## config.mk

```make
export PLATFORM = sky130hd
export DESIGN_NAME = json_string_unescape_utf8_top
export DESIGN_NICKNAME = d
export VERILOG_FILES = /design/src/design/jsu_pkg.sv /design/src/design/json_string_unescape_utf8_top.sv /design/src/design/jsu_front.sv /design/src/design/jsu_cmd_fifo.sv /design/src/design/jsu_back.sv
export SDC_FILE = /design/constraint.sdc
export NUM_CORES = 1
export LEC_CHECK = 0
export ABC_AREA = 1
export BUFFER_PORTS_ARGS = -buffer_cell sky130_fd_sc_hd__buf_2
export CORE_MARGIN = 1
export CORE_UTILIZATION = 59
export CTS_BUF_LIST = sky130_fd_sc_hd__clkbuf_8
export DETAILED_ROUTE_END_ITERATION = 16
export MAX_ROUTING_LAYER = met4
export PLACE_DENSITY = 0.79
export SYNTH_ARGS = -nofsm -noshare
export SYNTH_HDL_FRONTEND = slang
export SYNTH_SLANG_ARGS = --single-unit
```

## constraint.sdc

```tcl
create_clock -name clk -period 5.1 [get_ports clk]
set_input_delay 1.02 -clock clk [delete_from_list [all_inputs] [get_ports clk]]
set_output_delay 1.02 -clock clk [all_outputs]
set_load 0.01 [all_outputs]
```

## src/design/jsu_pkg.sv

```systemverilog
// Shared widths, word types and the command format for the JSON string unescaper.
package jsu_pkg;

  // Width of the per-string output byte counter (saturating).
  localparam int COUNT_WIDTH = 16;
  // Width of the out_length field.
  localparam int LEN_WIDTH   = 16;

  // Byte slots in one command: up to four UTF-8 bytes plus one plain byte.
  localparam int SLOT_COUNT  = 5;
  localparam int SLOT_IDX_W  = $clog2(SLOT_COUNT + 1);

  // Command queue between front and back.
  localparam int FIFO_DEPTH  = 4;
  localparam int FIFO_AW     = $clog2(FIFO_DEPTH);

  // Status codes carried on the done word.
  localparam logic [1:0] ST_OK      = 2'd0;
  localparam logic [1:0] ST_BSL_END = 2'd1;
  localparam logic [1:0] ST_BAD_ESC = 2'd2;
  localparam logic [1:0] ST_BAD_HEX = 2'd3;

  typedef struct packed {
    logic       has_byte;
    logic [7:0] in_byte;
    logic       end_of_string;
  } in_t;

  typedef struct packed {
    logic [7:0]           out_byte;
    logic                 byte_valid;
    logic                 string_done;
    logic [1:0]           status;
    logic [LEN_WIDTH-1:0] out_length;
  } out_t;

  // One classified input word: the bytes it emits, in order, then an
  // optional end-of-string word.
  typedef struct packed {
    logic [SLOT_COUNT-1:0][7:0] bytes;
    logic [SLOT_IDX_W-1:0]      n_bytes;
    logic                       done;
    logic [1:0]                 status;
  } cmd_t;

endpackage

```

## src/design/json_string_unescape_utf8_top.sv

```systemverilog
// Top level of the streaming JSON string unescaper with UTF-8 output.
//
// Feed the escaped body of a JSON string one input word per cycle on in_*;
// each word carries at most one byte, and a word with end_of_string set
// closes the string (has_byte low with end_of_string high closes an empty
// one). Output words on out_* carry the unescaped text as UTF-8, one byte
// per word with byte_valid set, followed by one word with string_done set
// that carries the status (0 ok, 1 backslash at end, 2 bad escape character,
// 3 bad or truncated unicode escape) and the saturating byte count of the
// string. After an error the rest of that string is dropped. Timing: the
// front end takes one input word every cycle while the four-entry command
// queue has room; the back end emits one output word per cycle while
// out_ready allows it, so an input word costs one output word per byte it
// expands to (up to four, for a surrogate pair or for a held high surrogate
// flushed ahead of a plain byte or simple escape) plus one for the done word.
// in_ready drops only when the queue is full, which happens when that
// expansion outpaces the output side or when out_ready is held low. With the
// output side idle, the first output word of an accepted input word is
// registered first in the command queue, at acceptance, and then in the output
// register, which loads from the queue head. The parser state is cleared by
// reset and again after every done word.
module json_string_unescape_utf8_top (
  input  logic          clk,
  input  logic          rst_n,
  input  logic          in_valid,
  output logic          in_ready,
  input  jsu_pkg::in_t  in_data,
  output logic          out_valid,
  input  logic          out_ready,
  output jsu_pkg::out_t out_data
);

  // Classified commands from the parser into the queue.
  logic          cmd_push;
  jsu_pkg::cmd_t cmd;
  logic          cmd_full;

  // Queue head as seen by the emitter.
  jsu_pkg::cmd_t head;
  logic          empty;
  logic          pop;

  // Parse escapes, hold surrogates, classify each word into a command.
  jsu_front u_front (
    .clk      (clk),
    .rst_n    (rst_n),
    .in_valid (in_valid),
    .in_ready (in_ready),
    .in_data  (in_data),
    .cmd_push (cmd_push),
    .cmd      (cmd),
    .cmd_full (cmd_full)
  );

  // Decouple the two sides so a multi-byte escape does not stall input.
  jsu_cmd_fifo u_fifo (
    .clk       (clk),
    .rst_n     (rst_n),
    .push      (cmd_push),
    .push_data (cmd),
    .pop       (pop),
    .head      (head),
    .empty     (empty),
    .full      (cmd_full)
  );

  // Advance through each command's bytes, then the done word; count bytes.
  jsu_back u_back (
    .clk       (clk),
    .rst_n     (rst_n),
    .head      (head),
    .empty     (empty),
    .pop       (pop),
    .out_valid (out_valid),
    .out_ready (out_ready),
    .out_data  (out_data)
  );

endmodule

```

## src/design/jsu_front.sv

```systemverilog
// Front end: parses escaped input bytes and queues output commands.
module jsu_front (
  input  logic          clk,
  input  logic          rst_n,
  input  logic          in_valid,
  output logic          in_ready,
  input  jsu_pkg::in_t  in_data,
  output logic          cmd_push,
  output jsu_pkg::cmd_t cmd,
  input  logic          cmd_full
);

  typedef enum logic [6:0] {
    M_TEXT = 7'b0000001,
    M_BSL  = 7'b0000010,
    M_HEX  = 7'b0000100,
    M_PEND = 7'b0001000,
    M_PBSL = 7'b0010000,
    M_PU   = 7'b0100000,
    M_ERR  = 7'b1000000
  } mode_t;

  typedef struct packed {
    logic [2:0]      n;
    logic [3:0][7:0] b;
  } enc_t;

  localparam logic [7:0] CH_BSL   = 8'h5C;
  localparam logic [7:0] CH_U     = 8'h75;
  localparam logic [7:0] CH_QUOTE = 8'h22;
  localparam logic [7:0] CH_SLASH = 8'h2F;
  localparam logic [7:0] CH_B     = 8'h62;
  localparam logic [7:0] CH_F     = 8'h66;
  localparam logic [7:0] CH_N     = 8'h6E;
  localparam logic [7:0] CH_R     = 8'h72;
  localparam logic [7:0] CH_T     = 8'h74;

  // {ok, value}
  function automatic logic [4:0] hex_val(input logic [7:0] c);
    logic [4:0] r;
    r = 5'd0;
    if (c >= 8'h30 && c <= 8'h39) begin
      r = {1'b1, c[3:0]};
    end else if ((c >= 8'h61 && c <= 8'h66) || (c >= 8'h41 && c <= 8'h46)) begin
      r = {1'b1, c[3:0] + 4'd9};
    end
    return r;
  endfunction

  // {ok, byte}
  function automatic logic [8:0] simple_escape(input logic [7:0] c);
    logic [8:0] r;
    case (c)
      CH_QUOTE, CH_BSL, CH_SLASH: r = {1'b1, c};
      CH_B:                       r = {1'b1, 8'h08};
      CH_F:                       r = {1'b1, 8'h0C};
      CH_N:                       r = {1'b1, 8'h0A};
      CH_R:                       r = {1'b1, 8'h0D};
      CH_T:                       r = {1'b1, 8'h09};
      default:                    r = 9'd0;
    endcase
    return r;
  endfunction

  function automatic enc_t utf8_encode(input logic [20:0] cp);
    enc_t e;
    e = '0;
    if (cp < 21'h80) begin
      e.n    = 3'd1;
      e.b[0] = cp[7:0];
    end else if (cp < 21'h800) begin
      e.n    = 3'd2;
      e.b[0] = {3'b110, cp[10:6]};
      e.b[1] = {2'b10, cp[5:0]};
    end else if (cp < 21'h10000) begin
      e.n    = 3'd3;
      e.b[0] = {4'b1110, cp[15:12]};
      e.b[1] = {2'b10, cp[11:6]};
      e.b[2] = {2'b10, cp[5:0]};
    end else begin
      e.n    = 3'd4;
      e.b[0] = {5'b11110, cp[20:18]};
      e.b[1] = {2'b10, cp[17:12]};
      e.b[2] = {2'b10, cp[11:6]};
      e.b[3] = {2'b10, cp[5:0]};
    end
    return e;
  endfunction

  mode_t       mode_r, mode_nxt;
  logic [15:0] fu_r, fu_nxt;
  logic [15:0] su_r, su_nxt;
  logic [1:0]  hc_r, hc_nxt;
  logic [1:0]  ec_r, ec_nxt;

  logic        accept;
  logic [7:0]  c;
  logic [4:0]  hv;
  logic [8:0]  se;
  logic        u_en;
  logic [20:0] cp;
  logic        b_en;
  logic [7:0]  bv;
  logic        dn;
  logic [1:0]  st;
  logic [10:0] pair_hi;
  enc_t        enc;

  assign in_ready = !cmd_full;
  assign accept   = in_valid && in_ready;
  assign c        = in_data.in_byte;
  assign hv       = hex_val(c);
  assign se       = simple_escape(c);
  // 0x10000 + (hi << 10) + lo: add 0x40 above the low ten bits
  assign pair_hi  = {1'b0, fu_r[9:0]} + 11'h040;

  always_comb begin
    mode_nxt = mode_r;
    fu_nxt   = fu_r;
    su_nxt   = su_r;
    hc_nxt   = hc_r;
    ec_nxt   = ec_r;
    u_en     = 1'b0;
    cp       = '0;
    b_en     = 1'b0;
    bv       = '0;
    dn       = 1'b0;
    st       = jsu_pkg::ST_OK;

    if (in_data.has_byte) begin
      unique case (mode_r)
        M_TEXT: begin
          if (c == CH_BSL) begin
            mode_nxt = M_BSL;
          end else begin
            b_en = 1'b1;
            bv   = c;
          end
        end
        M_BSL: begin
          if (c == CH_U) begin
            fu_nxt   = '0;
            hc_nxt   = '0;
            mode_nxt = M_HEX;
          end else if (se[8]) begin
            b_en     = 1'b1;
            bv       = se[7:0];
            mode_nxt = M_TEXT;
          end else begin
            ec_nxt   = jsu_pkg::ST_BAD_ESC;
            mode_nxt = M_ERR;
          end
        end
        M_HEX: begin
          if (!hv[4]) begin
            ec_nxt   = jsu_pkg::ST_BAD_HEX;
            mode_nxt = M_ERR;
          end else begin
            fu_nxt = {fu_r[11:0], hv[3:0]};
            if (hc_r == 2'd3) begin
              hc_nxt = '0;
              if (fu_nxt[15:10] == 6'b110110) begin
                mode_nxt = M_PEND;
              end else begin
                u_en     = 1'b1;
                cp       = {5'd0, fu_nxt};
                mode_nxt = M_TEXT;
              end
            end else begin
              hc_nxt = hc_r + 2'd1;
            end
          end
        end
        M_PEND: begin
          if (c == CH_BSL) begin
            mode_nxt = M_PBSL;
          end else begin
            u_en     = 1'b1;
            cp       = {5'd0, fu_r};
            b_en     = 1'b1;
            bv       = c;
            mode_nxt = M_TEXT;
          end
        end
        M_PBSL: begin
          if (c == CH_U) begin
            su_nxt   = '0;
            hc_nxt   = '0;
            mode_nxt = M_PU;
          end else begin
            u_en = 1'b1;
            cp   = {5'd0, fu_r};
            if (se[8]) begin
              b_en     = 1'b1;
              bv       = se[7:0];
              mode_nxt = M_TEXT;
            end else begin
              ec_nxt   = jsu_pkg::ST_BAD_ESC;
              mode_nxt = M_ERR;
            end
          end
        end
        M_PU: begin
          if (!hv[4]) begin
            u_en     = 1'b1;
            cp       = {5'd0, fu_r};
            ec_nxt   = jsu_pkg::ST_BAD_HEX;
            mode_nxt = M_ERR;
          end else begin
            su_nxt = {su_r[11:0], hv[3:0]};
            if ((hc_r == 2'd0 && hv[3:0] != 4'hD) || (hc_r == 2'd1 && hv[3:0] < 4'hC)) begin
              // not a low surrogate: emit the held unit, restart as a plain escape
              u_en     = 1'b1;
              cp       = {5'd0, fu_r};
              fu_nxt   = su_nxt;
              hc_nxt   = hc_r + 2'd1;
              mode_nxt = M_HEX;
            end else if (hc_r == 2'd3) begin
              u_en     = 1'b1;
              cp       = {pair_hi[10:0], su_nxt[9:0]};
              hc_nxt   = '0;
              mode_nxt = M_TEXT;
            end else begin
              hc_nxt = hc_r + 2'd1;
            end
          end
        end
        M_ERR: begin
        end
        default: begin
          mode_nxt = M_ERR;
        end
      endcase
    end

    if (in_data.end_of_string) begin
      dn = 1'b1;
      unique case (mode_nxt)
        M_TEXT: st = jsu_pkg::ST_OK;
        M_BSL:  st = jsu_pkg::ST_BSL_END;
        M_HEX:  st = jsu_pkg::ST_BAD_HEX;
        M_PEND: begin
          u_en = 1'b1;
          cp   = {5'd0, fu_nxt};
          st   = jsu_pkg::ST_OK;
        end
        M_PBSL: begin
          u_en = 1'b1;
          cp   = {5'd0, fu_nxt};
          st   = jsu_pkg::ST_BSL_END;
        end
        M_PU: begin
          u_en = 1'b1;
          cp   = {5'd0, fu_nxt};
          st   = jsu_pkg::ST_BAD_HEX;
        end
        default: st = ec_nxt;
      endcase
      mode_nxt = M_TEXT;
      fu_nxt   = '0;
      su_nxt   = '0;
      hc_nxt   = '0;
      ec_nxt   = '0;
    end
  end

  assign enc = utf8_encode(cp);

  always_comb begin
    cmd = '0;
    if (u_en) begin
      for (int i = 0; i < 4; i++) begin
        cmd.bytes[i] = enc.b[i];
      end
    end
    if (b_en) begin
      if (u_en) begin
        cmd.bytes[enc.n] = bv;
      end else begin
        cmd.bytes[0] = bv;
      end
    end
    cmd.n_bytes = (u_en ? jsu_pkg::SLOT_IDX_W'(enc.n) : '0) + jsu_pkg::SLOT_IDX_W'(b_en);
    cmd.done    = dn;
    cmd.status  = st;
  end

  assign cmd_push = accept && (u_en || b_en || dn);

  always_ff @(posedge clk) begin
    if (!rst_n) begin
      mode_r <= M_TEXT;
      fu_r   <= '0;
      su_r   <= '0;
      hc_r   <= '0;
      ec_r   <= '0;
    end else if (accept) begin
      mode_r <= mode_nxt;
      fu_r   <= fu_nxt;
      su_r   <= su_nxt;
      hc_r   <= hc_nxt;
      ec_r   <= ec_nxt;
    end
  end

`ifndef SYNTHESIS
  a_eos_clears_parser: assert property (@(posedge clk) disable iff (!rst_n)
    accept && in_data.end_of_string |=> mode_r == M_TEXT && hc_r == 2'd0 && ec_r == 2'd0)
    else $error("parser state not cleared after end of string");

  a_cmd_fits_slots: assert property (@(posedge clk) disable iff (!rst_n)
    cmd_push |-> cmd.n_bytes <= jsu_pkg::SLOT_IDX_W'(jsu_pkg::SLOT_COUNT))
    else $error("command holds more bytes than slots");
`endif

endmodule

```

## src/design/jsu_cmd_fifo.sv

```systemverilog
// Short command queue between the parsing front end and the byte emitter.
module jsu_cmd_fifo (
  input  logic          clk,
  input  logic          rst_n,
  input  logic          push,
  input  jsu_pkg::cmd_t push_data,
  input  logic          pop,
  output jsu_pkg::cmd_t head,
  output logic          empty,
  output logic          full
);

  jsu_pkg::cmd_t                  mem_r [jsu_pkg::FIFO_DEPTH];
  logic [jsu_pkg::FIFO_AW-1:0]    wr_ptr_r, rd_ptr_r;
  logic [jsu_pkg::FIFO_AW:0]      count_r, count_nxt;

  assign empty = (count_r == '0);
  assign full  = (count_r == (jsu_pkg::FIFO_AW+1)'(jsu_pkg::FIFO_DEPTH));
  assign head  = mem_r[rd_ptr_r];

  always_comb begin
    count_nxt = count_r;
    if (push && !pop) begin
      count_nxt = count_r + 1'b1;
    end else if (pop && !push) begin
      count_nxt = count_r - 1'b1;
    end
  end

  always_ff @(posedge clk) begin
    if (push) begin
      mem_r[wr_ptr_r] <= push_data;
    end
  end

  always_ff @(posedge clk) begin
    if (!rst_n) begin
      wr_ptr_r <= '0;
      rd_ptr_r <= '0;
      count_r  <= '0;
    end else begin
      if (push) begin
        wr_ptr_r <= wr_ptr_r + 1'b1;
      end
      if (pop) begin
        rd_ptr_r <= rd_ptr_r + 1'b1;
      end
      count_r <= count_nxt;
    end
  end

`ifndef SYNTHESIS
  a_no_pop_empty: assert property (@(posedge clk) disable iff (!rst_n)
    empty |-> !pop)
    else $error("command queue popped while empty");

  a_no_push_full: assert property (@(posedge clk) disable iff (!rst_n)
    full && !pop |-> !push)
    else $error("command queue overflow");
`endif

endmodule

```

## src/design/jsu_back.sv

```systemverilog
// Back end: expands queued commands into output words and keeps the length count.
module jsu_back (
  input  logic           clk,
  input  logic           rst_n,
  input  jsu_pkg::cmd_t  head,
  input  logic           empty,
  output logic           pop,
  output logic           out_valid,
  input  logic           out_ready,
  output jsu_pkg::out_t  out_data
);

  logic [jsu_pkg::SLOT_IDX_W-1:0]  idx_r, idx_nxt;
  logic [jsu_pkg::COUNT_WIDTH-1:0] cnt_r, cnt_nxt;
  logic                            out_valid_r;
  jsu_pkg::out_t                   out_data_r, word;

  logic                            load;
  logic                            is_byte;
  logic                            last;
  logic [jsu_pkg::SLOT_IDX_W-1:0]  words;
  logic [jsu_pkg::COUNT_WIDTH+jsu_pkg::LEN_WIDTH-1:0] cnt_ext;

  assign load    = !empty && (!out_valid_r || out_ready);
  assign is_byte = idx_r < head.n_bytes;
  assign words   = head.n_bytes + jsu_pkg::SLOT_IDX_W'(head.done);
  assign last    = (idx_r + 1'b1) == words;
  assign pop     = load && last;
  assign cnt_ext = {{jsu_pkg::LEN_WIDTH{1'b0}}, cnt_r};

  always_comb begin
    word    = '0;
    cnt_nxt = cnt_r;
    idx_nxt = idx_r;
    if (is_byte) begin
      word.out_byte   = head.bytes[idx_r];
      word.byte_valid = 1'b1;
    end else begin
      word.string_done = 1'b1;
      word.status      = head.status;
      word.out_length  = cnt_ext[jsu_pkg::LEN_WIDTH-1:0];
    end
    if (load) begin
      idx_nxt = last ? '0 : idx_r + 1'b1;
      if (!is_byte) begin
        cnt_nxt = '0;
      end else if (cnt_r != {jsu_pkg::COUNT_WIDTH{1'b1}}) begin
        cnt_nxt = cnt_r + 1'b1;
      end
    end
  end

  always_ff @(posedge clk) begin
    if (load) begin
      out_data_r <= word;
    end
  end

  always_ff @(posedge clk) begin
    if (!rst_n) begin
      out_valid_r <= 1'b0;
      idx_r       <= '0;
      cnt_r       <= '0;
    end else begin
      if (load) begin
        out_valid_r <= 1'b1;
      end else if (out_ready) begin
        out_valid_r <= 1'b0;
      end
      idx_r <= idx_nxt;
      cnt_r <= cnt_nxt;
    end
  end

  assign out_valid = out_valid_r;
  assign out_data  = out_data_r;

`ifndef SYNTHESIS
  a_done_clears_count: assert property (@(posedge clk) disable iff (!rst_n)
    load && !is_byte |=> cnt_r == '0 && idx_r == '0)
    else $error("length count or slot index not cleared after done word");

  a_count_monotonic: assert property (@(posedge clk) disable iff (!rst_n)
    load && is_byte |=> cnt_r >= $past(cnt_r) && cnt_r != '0)
    else $error("length count lost a byte");
`endif

endmodule

```

## Word level (Yosys, flattened, before mapping)

Memories as Yosys holds them, arrays and structs flattened. A register that Yosys moved wholly into a read port is not among the register bits.
Index checks and enable logic that the tools add are counted.

| cells by class | value |
|---|---|
| add/subtract/negate cells | 11 |
| order comparisons | 14 |
| equal/unequal tests | 34 |
| multiplexer cells | 111 |
| reductions and logical operators | 40 |

Operator list:

| operator | count |
|---|---|
| $mux W16 | 13 |
| $mux W21 | 8 |
| $pmux W21 S4 | 1 |
| $mux W7 | 11 |
| $mux W8 | 9 |
| $mux W32 | 2 |
| $eq A8 B7 Y1 const B | 7 |
| $pmux W9 S6 | 1 |
| $pmux W7 S7 | 1 |
| $mux W12 | 4 |
| $pmux W16 S3 | 1 |
| $bwmux W40 | 1 |
| $mux W40 | 1 |
| $mux W2 | 15 |
| $bmux W8 S3 | 1 |
| $demux W8 S3 | 1 |
| $mux W24 | 1 |
| $pmux W12 S2 | 1 |
| $mux W22 | 1 |
| $lt A21 B12 Y1 const B | 1 |
| $lt A21 B17 Y1 const B | 1 |
| $lt A21 B8 Y1 const B | 1 |
| $mux W3 | 7 |
| $mux W1 | 20 |
| 54 further kinds | 100 |

| word-level totals | value |
|---|---|
| bits in registers | 94 |
| RAM bits | 184 |
| input port bits | 14 |
| output and inout bits | 30 |
| logic and storage cells | 227 |
| memories kept | 1 |

Memories:

| name | depth | width | read ports | clocked after Yosys merged registers in | wr ports | RTL line | text |
|---|---|---|---|---|---|---|---|
| u_fifo.mem_r | 4 | 46 | 1 | 1 | 1 | jsu_cmd_fifo.sv:13 | `jsu_pkg::cmd_t mem_r [jsu_pkg::FIFO_DEPTH];` |

## Logic depth before layout (Yosys ltp)

Gate-level depths: netlist of the first run.

| logic depth | value |
|---|---|
| depth in word-level cells | 27 |
| mapped depth | 30 |
| gate-level depth less buffers | 30 |

## By module

From an unflattened synthesis of the first run, not the netlist that was laid out.

| unflattened totals | value |
|---|---|
| cell total of the unflattened synthesis | 1733 |
| area, all modules | 15152.0 um2 |

Modules (own cells, without submodules):

| module | instances | cells an instance | area each (um2) | sequential area each (um2) |
|---|---|---|---|---|
| jsu_cmd_fifo | 1 | 503 | 7265.7 | 5705.5 |
| jsu_front | 1 | 874 | 5196.2 | 780.7 |
| jsu_back | 1 | 356 | 2690.1 | 1241.2 |

## Worst setup path before layout of the first run

No wires, ideal clock.

| timing | value |
|---|---|
| path kind | input to register |
| start | input port in_data[1] (netlist bit) |
| end | memory u_fifo.mem_r[0][0] (netlist bit) (enable) |
| library setup time | 0.450 ns |
| arrival time | 4.618 ns |
| required time | 4.650 ns |
| path slack | 0.032 ns |
| stages | 15 |
| cell sequence | inv_1 -> ha_1 -> nand2_2 -> nor2_1 -> nor2_4 -> nand2_2 -> nand2_4 -> inv_2 -> buf_2 -> nor2_2 -> inv_2 -> o21ai_2 -> a31oi_1 -> o31ai_2 -> nor2_1 |

| between the ends | value |
|---|---|
| cells in the longest elaborated chain, start to end | 21 |
| elaborated cells on any way between the ends | 61 |

Ends and longest elaborated chain:

| item | RTL line | text |
|---|---|---|
| start, declared | json_string_unescape_utf8_top.sv:27 | `input jsu_pkg::in_t in_data,` |
| $ge A8 B7 Y1 / $le A8 B7 Y1 (equally long branches) | jsu_front.sv:44 | `end else if ((c >= 8'h61 && c <= 8'h66) \|\| (c >= 8'h41 && c <= 8'h46)) begin` |
| $logic_and A1 B1 Y1 | jsu_front.sv:44 |  |
| $logic_or A1 B1 Y1 | jsu_front.sv:44 |  |
| $mux W5 | jsu_front.sv:44 |  |
| $mux W5 | jsu_front.sv:42 | `if (c >= 8'h30 && c <= 8'h39) begin` |
| $lt A4 B4 Y1 / $ne A4 B4 Y1 (equally long branches) | jsu_front.sv:211 | `if ((hc_r == 2'd0 && hv[3:0] != 4'hD) \|\| (hc_r == 2'd1 && hv[3:0] < 4'hC)) begin` |
| $logic_and A1 B1 Y1 | jsu_front.sv:211 |  |
| $logic_or A1 B1 Y1 | jsu_front.sv:211 |  |
| [4 not listed] | n/a |  |
| $eq A7 B4 Y1, or another cell as far along | jsu_front.sv:238 | `unique case (mode_nxt)` |
| $reduce_or A3 Y1 (no source line) | n/a |  |
| $mux W1 | jsu_front.sv:238 |  |
| $mux W1 | jsu_front.sv:236 | `if (in_data.end_of_string) begin` |
| $logic_or A1 B1 Y1 (*) (2 in a row) | jsu_front.sv:288 | `assign cmd_push = accept && (u_en \|\| b_en \|\| dn);` |
| $logic_and A1 B1 Y1 (*) | jsu_front.sv:288 |  |
| $mux W1 (*) | jsu_cmd_fifo.sv:31 | `if (push) begin` |
| $mux W1 (implied by the code) (*) | jsu_cmd_fifo.sv:32 | `mem_r[wr_ptr_r] <= push_data;` |
| end, declared | jsu_cmd_fifo.sv:13 |  |

Every way passes the cells marked *; elsewhere a longest branch is shown, timed or not.

==> impl_metrics.csv, run 1 <==
group,metric,value,unit
outcome,status,"completed",
clock_tree,cts.sinks,280,
critical_path,cp_data_required_time,5.39,ns
critical_path,crit_type,"in -> reg",
placement,post-place-cells,2061,
critical_path,crit_arrival,4.76,ns
clock_tree,clkLatencyLatePin,0.59,ns
critical_path,cp_max_fo,9,
synth,async_flop_share,0,%
placement,portBuffers,43,
clock_tree,clkTransAtPathRegs,0.06,ns
layout,synthToLayoutAreaGrowth,12.3,%
floorplanning,die_h,160,microns
timing,tightestPinTransition,0.919,ns
timing,fin_skew,0.0454,ns
timing,hold_violations,0,
floorplanning,start_util,60.2,%
synth,postSynthAreaPerCell,8.75,sq um
placement,gp_congestion,1.05,
placement,dp_slack,0.0774,ns
layout,final_cells,2143,
drt,viasPerCell,6.00,
clock_tree,hold_buffers,0,
global_routing,grt_overflow_total,0,
job,cap_violations,0,
timing,hold_slack,0.468,ns
global_routing,grt_pass1_vias,12400,
layout,diodes,0,
drt,drt_pass1_iterations,8,
synth,synth_area,0.0147,sq mm
layout,fillers,1972,
timing,fin_crit_sh,87.6,%
pwr,cellPowerDensity,392,mW/mm^2
floorplanning,die_w,160,microns
layout,final_cell_area,0.0165,sq mm
layout,area.sequential,0.00773,sq mm
synth,ys_seq_elements,280,
layout,num-nets-final,1821,
floorplanning,rows,57,
timing,rsz0062_at_grt,"no",
global_routing,grt_max_degree,81,
global_routing,grtUsageTotal,35.2,%
critical_path,startpoint_type,"primary input",
layout,fin_util,67.7,%
drt,vias,12800,
timing,fin_crit,4.47,ns
timing,timing.slew.headroom,38.3,%
layout,multi_input_area,0.00611,sq mm
timing,fmax,224,MHz
clock_tree,postCtsSetupBuffers,0,
placement,place_area,0.0157,sq mm
hold_path,hold_class,"reg -> reg",
synth,yosys.cell_types.count,57,
clock_tree,htree_levels,2,
synth,synthCells,1680,
drt,routed_wirelength,43200,microns
clock_tree,numCtsBuffers,44,
drt,wl_per_cell,20.2,microns
layout,drive_above_1_share,14.1,%
timing,fin_ws,0.630,ns
timing,fin_setup_tns,0,ns
floorplanning,dieArea,0.0255,sq mm
synth,synth-seq-area-share,52.6,%
drt,drtAntennaViolNets,0,
synth,synthFlopType,"edfxtp_1",
floorplanning,core,0.0244,sq mm
floorplanning,pin_count,44,
critical_path,endpoint_kind,"flop",
clock_tree,cts-root-buf,"clkbuf_8",
clock_tree,cts_tree,"yes",
drt,initialDrtViolationCount,1454,
clock_tree,cts.path.max_buffers,3,
global_routing,grt_pass1_wl,67500,microns
pwr,ir_drop,0.000330,V
synth,synth-edff-count,212,
drt,drcViolationCount,0,
pwr,leakage,6.39,nW
timing,finalMaxSlewViolations,0,
placement,hpwl,30100,microns
synth,ys_warn_count,0,
clock_tree,ctsResizeCount,0,
pwr,report.power.total,6.47,mW
global_routing,antenna_found_initial,0,
timing,setup-violations-final,0,
==> worst max-delay path, cell delays in order <==
cell and delay (ns):
buf_2 0.13, inv_1 0.19, ha_1 0.25, nand2_1 0.07
nand3_1 0.17, nand3_1 0.10, nand2_1 0.09, inv_1 0.09
nand2_1 0.08, nand2_2 0.08, nand2_4 0.18, inv_2 0.09
nand2_1 0.33, o221ai_1 0.15, nor3b_1 0.16, o21ai_1 0.22
nand2_1 0.14, nor2_1 0.15, inv_1 0.06, nor2_1 0.22
nor2_4 0.08, inv_2 0.06, a21oi_1 0.06, ha_1 0.19
ha_1 0.18, xor2_1 0.18
==> Yosys cell counts (25+ instances only) <==
| cell type | n | area (sq um) |
|---|---|---|
| edfxtp_1 | 212 | 6370 |
| inv_1 | 145 | 544 |
| clkbuf_1 | 58 | 218 |
| a21oi_1 | 78 | 390 |
| o21ai_0 | 170 | 851 |
| nor2_1 | 194 | 728 |
| o221ai_1 | 35 | 307 |
| inv_2 | 27 | 101 |
| nand2_1 | 299 | 1120 |
| dfxtp_1 | 68 | 1360 |
| nand3_1 | 80 | 400 |
| o22ai_1 | 50 | 313 |
| nor3_1 | 25 | 125 |
==> layout make-up <==
class / count / area share [%]
Sequential cell: 280 / 46.8
Multi-Input combinational cell: 1171 / 37.0
Timing Repair Buffer: 107 / 4.52
Clock buffer: 51 / 4.25
Inverter: 179 / 4.07
Tap cell: 324 / 2.46
Clock inverter: 31 / 0.887
==> report_power, final <==
group	total [mW]	switching [mW]	leakage, nW	internal, mW
clock network	1.80	0.878	0.498	0.924
logic	1.78	1.24	3.34	0.535
registers	2.90	0.0907	2.55	2.81
==> cell usage in the layout (no fill, tap or decap), types with 9 or more instances in the layout <==
cell type | netlist | routed
conb_1 | 1 | 32
dfxtp_1 | 68 | 67
a32oi_1 | 9 | 9
nand2_1 | 299 | 299
o211ai_1 | 16 | 16
edfxtp_1 | 212 | 212
nor2_4 | 5 | 9
nand3_1 | 80 | 80
a21oi_1 | 78 | 78
o21ai_1 | 17 | 17
inv_1 | 145 | 160
buf_2 | 11 | 43
a31oi_1 | 11 | 10
clkinv_1 | 7 | 15
o21ai_0 | 170 | 170
inv_2 | 27 | 28
ha_1 | 23 | 23
buf_4 | 4 | 60
clkbuf_8 | 0 | 51
nand2_2 | 15 | 15
o221ai_1 | 35 | 35
nor2_1 | 194 | 190
nor3_1 | 25 | 25
nor2_2 | 12 | 12
nand4_1 | 24 | 24
a211oi_1 | 11 | 11
nand3_2 | 9 | 9
o22ai_1 | 50 | 50
==> layer usage <==
| metal | global-route usage (%) | wire (microns) |
|---|---|---|
| met1 | 43.7 | 17300 |
| met2 | 57.7 | 20700 |
| met3 | 3.95 | 3000 |
| met4 | 17.1 | 2200 |
| met5 | - | 0 |
==> logic make-up after synthesis <==
| kind of cell | Yosys count | share of synthesized area, % |
|---|---|---|
| AO/OA/AOI/OAI | 416 | 16.7 |
| other | 1 | 0.0255 |
| XOR/XNOR | 11 | 0.656 |
| buffers and inverters | 260 | 6.94 |
| multiplexers | 1 | 0.0681 |
| flip-flops | 280 | 52.6 |
| adder cells (fa/ha/maj) | 24 | 2.09 |
| AND/OR/NAND/NOR | 687 | 20.9 |
==> sequential cells by signal, indices dropped and copies added (netlist names), 3 cells and up, named ones only <==
name / flops
u_fifo.mem_r: 184
u_back.out_data: 28
u_back.cnt_r: 16
u_front.fu_r: 16
u_front.su_r: 12
u_front.mode_r: 7
u_back.idx_r: 3
u_fifo.count_r: 3
==> path summary, 6_finish.rpt <==
path	depth (start not counted)	to	start	slack, ns
setup / recovery	26	u_fifo.mem_r[1][5]$_DFFE_PP_	in_data[1]	0.63
hold / removal	2	u_front.fu_r[15]$_SDFFE_PN0P_	u_front.fu_r[15]$_SDFFE_PN0P_	0.47
setup reg to reg	22	u_fifo.mem_r[0][37]$_DFFE_PP_	u_front.mode_r[6]$_SDFFE_PN0P_	0.75
hold reg to reg	2	u_front.fu_r[15]$_SDFFE_PN0P_	u_front.fu_r[15]$_SDFFE_PN0P_	0.47
Note: power is estimated with default switching activity, not from simulation.
==> run 2, diff against run 1 <==
--- a/config.mk
+++ b/config.mk
@@ -12,7 +12,7 @@
 export CTS_BUF_LIST = sky130_fd_sc_hd__clkbuf_8
 export DETAILED_ROUTE_END_ITERATION = 16
 export MAX_ROUTING_LAYER = met4
-export PLACE_DENSITY = 0.79
+export PLACE_DENSITY = 0.83
 export SYNTH_ARGS = -nofsm -noshare
 export SYNTH_HDL_FRONTEND = slang
 export SYNTH_SLANG_ARGS = --single-unit
==> run 2 against run 1 <==
Effect of this change: design area shrank 0.24%; worst hold slack lost 0.0045 ns; die area is the same; clock skew shrank 0.0011 ns; total power grew 0.68%; wire length shrank 1.8%; first-iteration DRC count shrank 0.34%; clock power grew 4%; sequential share of layout area grew 0.11 points.
==> impl_metrics.csv, run 2 (synthesis gave the netlist of run 1 again) <==
group,metric,value,unit
timing,setup-violations-final,0,
layout,area.sequential,0.00773,sq mm
critical_path,r2r-end,"u_back.cnt_r[15]$_SDFFE_PN0P_",
clock_tree,htree_levels,2,
layout,final_common_cell,"nand2_1",
timing,fin_crit_sh,88.8,%
floorplanning,dieArea,0.0255,sq mm
critical_path,worst_path_most_repeated_cell,"nand2_1",
placement,hpwl,29800,microns
layout,multi_input_area,0.00611,sq mm
timing,hold_violations,0,
global_routing,antenna_found_initial,0,
floorplanning,die_w,160,microns
floorplanning,rows,57,
drt,routed_wirelength,42400,microns
timing,fmax,221,MHz
drt,initialDrtViolationCount,1449,
timing,fin_crit,4.53,ns
critical_path,cp_data_required_time,5.45,ns
clock_tree,cts_tree,"yes",
pwr,p_comb_share,26.6,%
layout,drive_above_1_share,14.0,%
layout,synthToLayoutAreaGrowth,12.1,%
clock_tree,ctsResizeCount,0,
critical_path,critPathSlowestCell,"nand2_1",
pwr,power.switching,2.20,mW
timing,hold_slack,0.464,ns
critical_path,crit_arrival,4.88,ns
drt,wl_per_cell,19.8,microns
global_routing,grtUsageTotal,34.6,%
hold_path,min_from,"u_fifo.rd_ptr_r[1]$_SDFFE_PN0P_",
global_routing,grt_pass1_vias,12500,
timing,timing.slew.headroom,38.8,%
floorplanning,pin_count,44,
layout,largest_register,"u_fifo.mem_r",
timing,tightestPinTransition,0.910,ns
drt,drcViolationCount,0,
timing,rsz0062_at_grt,"no",
pwr,leakage,6.37,nW
placement,portBuffers,43,
hold_path,hold_class,"reg -> reg",
global_routing,grt_max_degree,81,
drt,drtAntennaViolNets,0,
pwr,ir_drop,0.000246,V
critical_path,cp_max_fo,9,
clock_tree,clkTransAtPathRegs,0.06,ns
layout,num-nets-final,1819,
hold_path,holdPathStages,2,
layout,fillers,1941,
pwr,cellPowerDensity,396,mW/mm^2
timing,finalMaxSlewViolations,0,
critical_path,crit_family,"simple AND/OR/NAND/NOR gates",
pwr,seqPwrFrac,44.7,%
critical_path,reg2regPathDepth,19,
clock_tree,postCtsSetupBuffers,0,
floorplanning,die_h,160,microns
timing,fin_skew,0.0443,ns
critical_path,cp_num_buf_inv,6,
global_routing,grt_overflow_total,0,
clock_tree,cts.sinks,280,
job,cap_violations,0,
critical_path,crit_type,"in -> reg",
drt,vias,12900,
pwr,p_clk_share,28.7,%
placement,gp_congestion,1.14,
drt,viasPerCell,6.01,
pwr,p_sw_share,33.8,%
floorplanning,start_util,60.2,%
clock_tree,clkLatencyLatePin,0.59,ns
clock_tree,cts.path.max_buffers,3,
drt,drt_pass1_iterations,5,
layout,largest_reg_flops,184,
critical_path,startpoint_type,"primary input",
clock_tree,cts-root-buf,"clkbuf_8",
clock_tree,numCtsBuffers,45,
pwr,p_int,4.31,mW
timing,fin_setup_tns,0,ns
critical_path,endpoint_kind,"flop",
clock_tree,hold_buffers,0,
critical_path,cpPeakStageDelay,0.31,ns
global_routing,grt_pass1_wl,66900,microns
outcome,status,"completed",
layout,diodes,0,
critical_path,worst-r2r-setup-slack,0.60,ns
critical_path,cp-startpoint,"in_data[1]",
layout,layout_common_cells,"299 x nand2_1, 212 x edfxtp_1, 190 x nor2_1, 170 x o21ai_0, 160 x inv_1",
floorplanning,core,0.0244,sq mm
## run 2: worst reg2reg max path, delay by kind of cell (launching register included)
family                   cells  cell delay (ns)
flip-flops                   1             0.43
buffers and inverters        3             0.84
adder cells (fa/ha/maj)      1             0.31
AO/OA/AOI/OAI                2             0.35
AND/OR/NAND/NOR             13             2.42
## run 2: cell type report
type,instances,area share [%]
clock buffer,49,4.10
clock inverter,33,1.25
inverter,179,4.08
multi-input combinational,1171,37.1
sequential,280,46.9
tap,324,2.46
timing repair buffer,104,4.09
## run 2: stage by stage
step	instances	total power, mW	area, sq um	worst slack, ns	util [%]
finish	2140	6.52	16500	0.572	67.5
global route	2140	6.83	16500	0.205	67.5
CTS	2140	6.54	16500	0.658	67.5
detailed placement	2058	4.67	15600	0.0730	63.9
global placement	2058	4.58	15600	0.252	63.9
floorplan	1711	4.08	14800	0.0321	-
## run 2: power groups by stage
| stage | Combinational [mW] | Sequential [mW] | Clock (mW) |
|---|---|---|---|
| final | 1.74 | 2.91 | 1.87 |
| after floorplan | 1.08 | 3.00 | 0 |
| after global placement | 1.64 | 2.94 | 0 |
| after global routing | 1.90 | 2.93 | 2.00 |
| after CTS | 1.72 | 2.91 | 1.90 |
| after detailed placement | 1.71 | 2.96 | 0 |
## run 2: per-layer routing
metal	share of wire (%)	routed length, microns	GRT usage, %
met4	5.7	2430	19.9
met1	39	16400	41.3
met5	0	0	-
met2	48	20500	56.3
met3	7.3	3110	4.86
## run 2: worst max path at each step
stage | to | slack (ns) | cells after the start
after floorplan | u_fifo.mem_r[0][0]$_DFFE_PP_ | 0.03 | 15
after global placement | u_fifo.mem_r[3][5]$_DFFE_PP_ | 0.25 | 27
after detailed placement | u_fifo.mem_r[2][5]$_DFFE_PP_ | 0.07 | 26
after CTS | u_fifo.mem_r[1][5]$_DFFE_PP_ | 0.66 | 26
after global routing | u_fifo.mem_r[1][5]$_DFFE_PP_ | 0.20 | 27
final | u_fifo.mem_r[1][5]$_DFFE_PP_ | 0.57 | 25
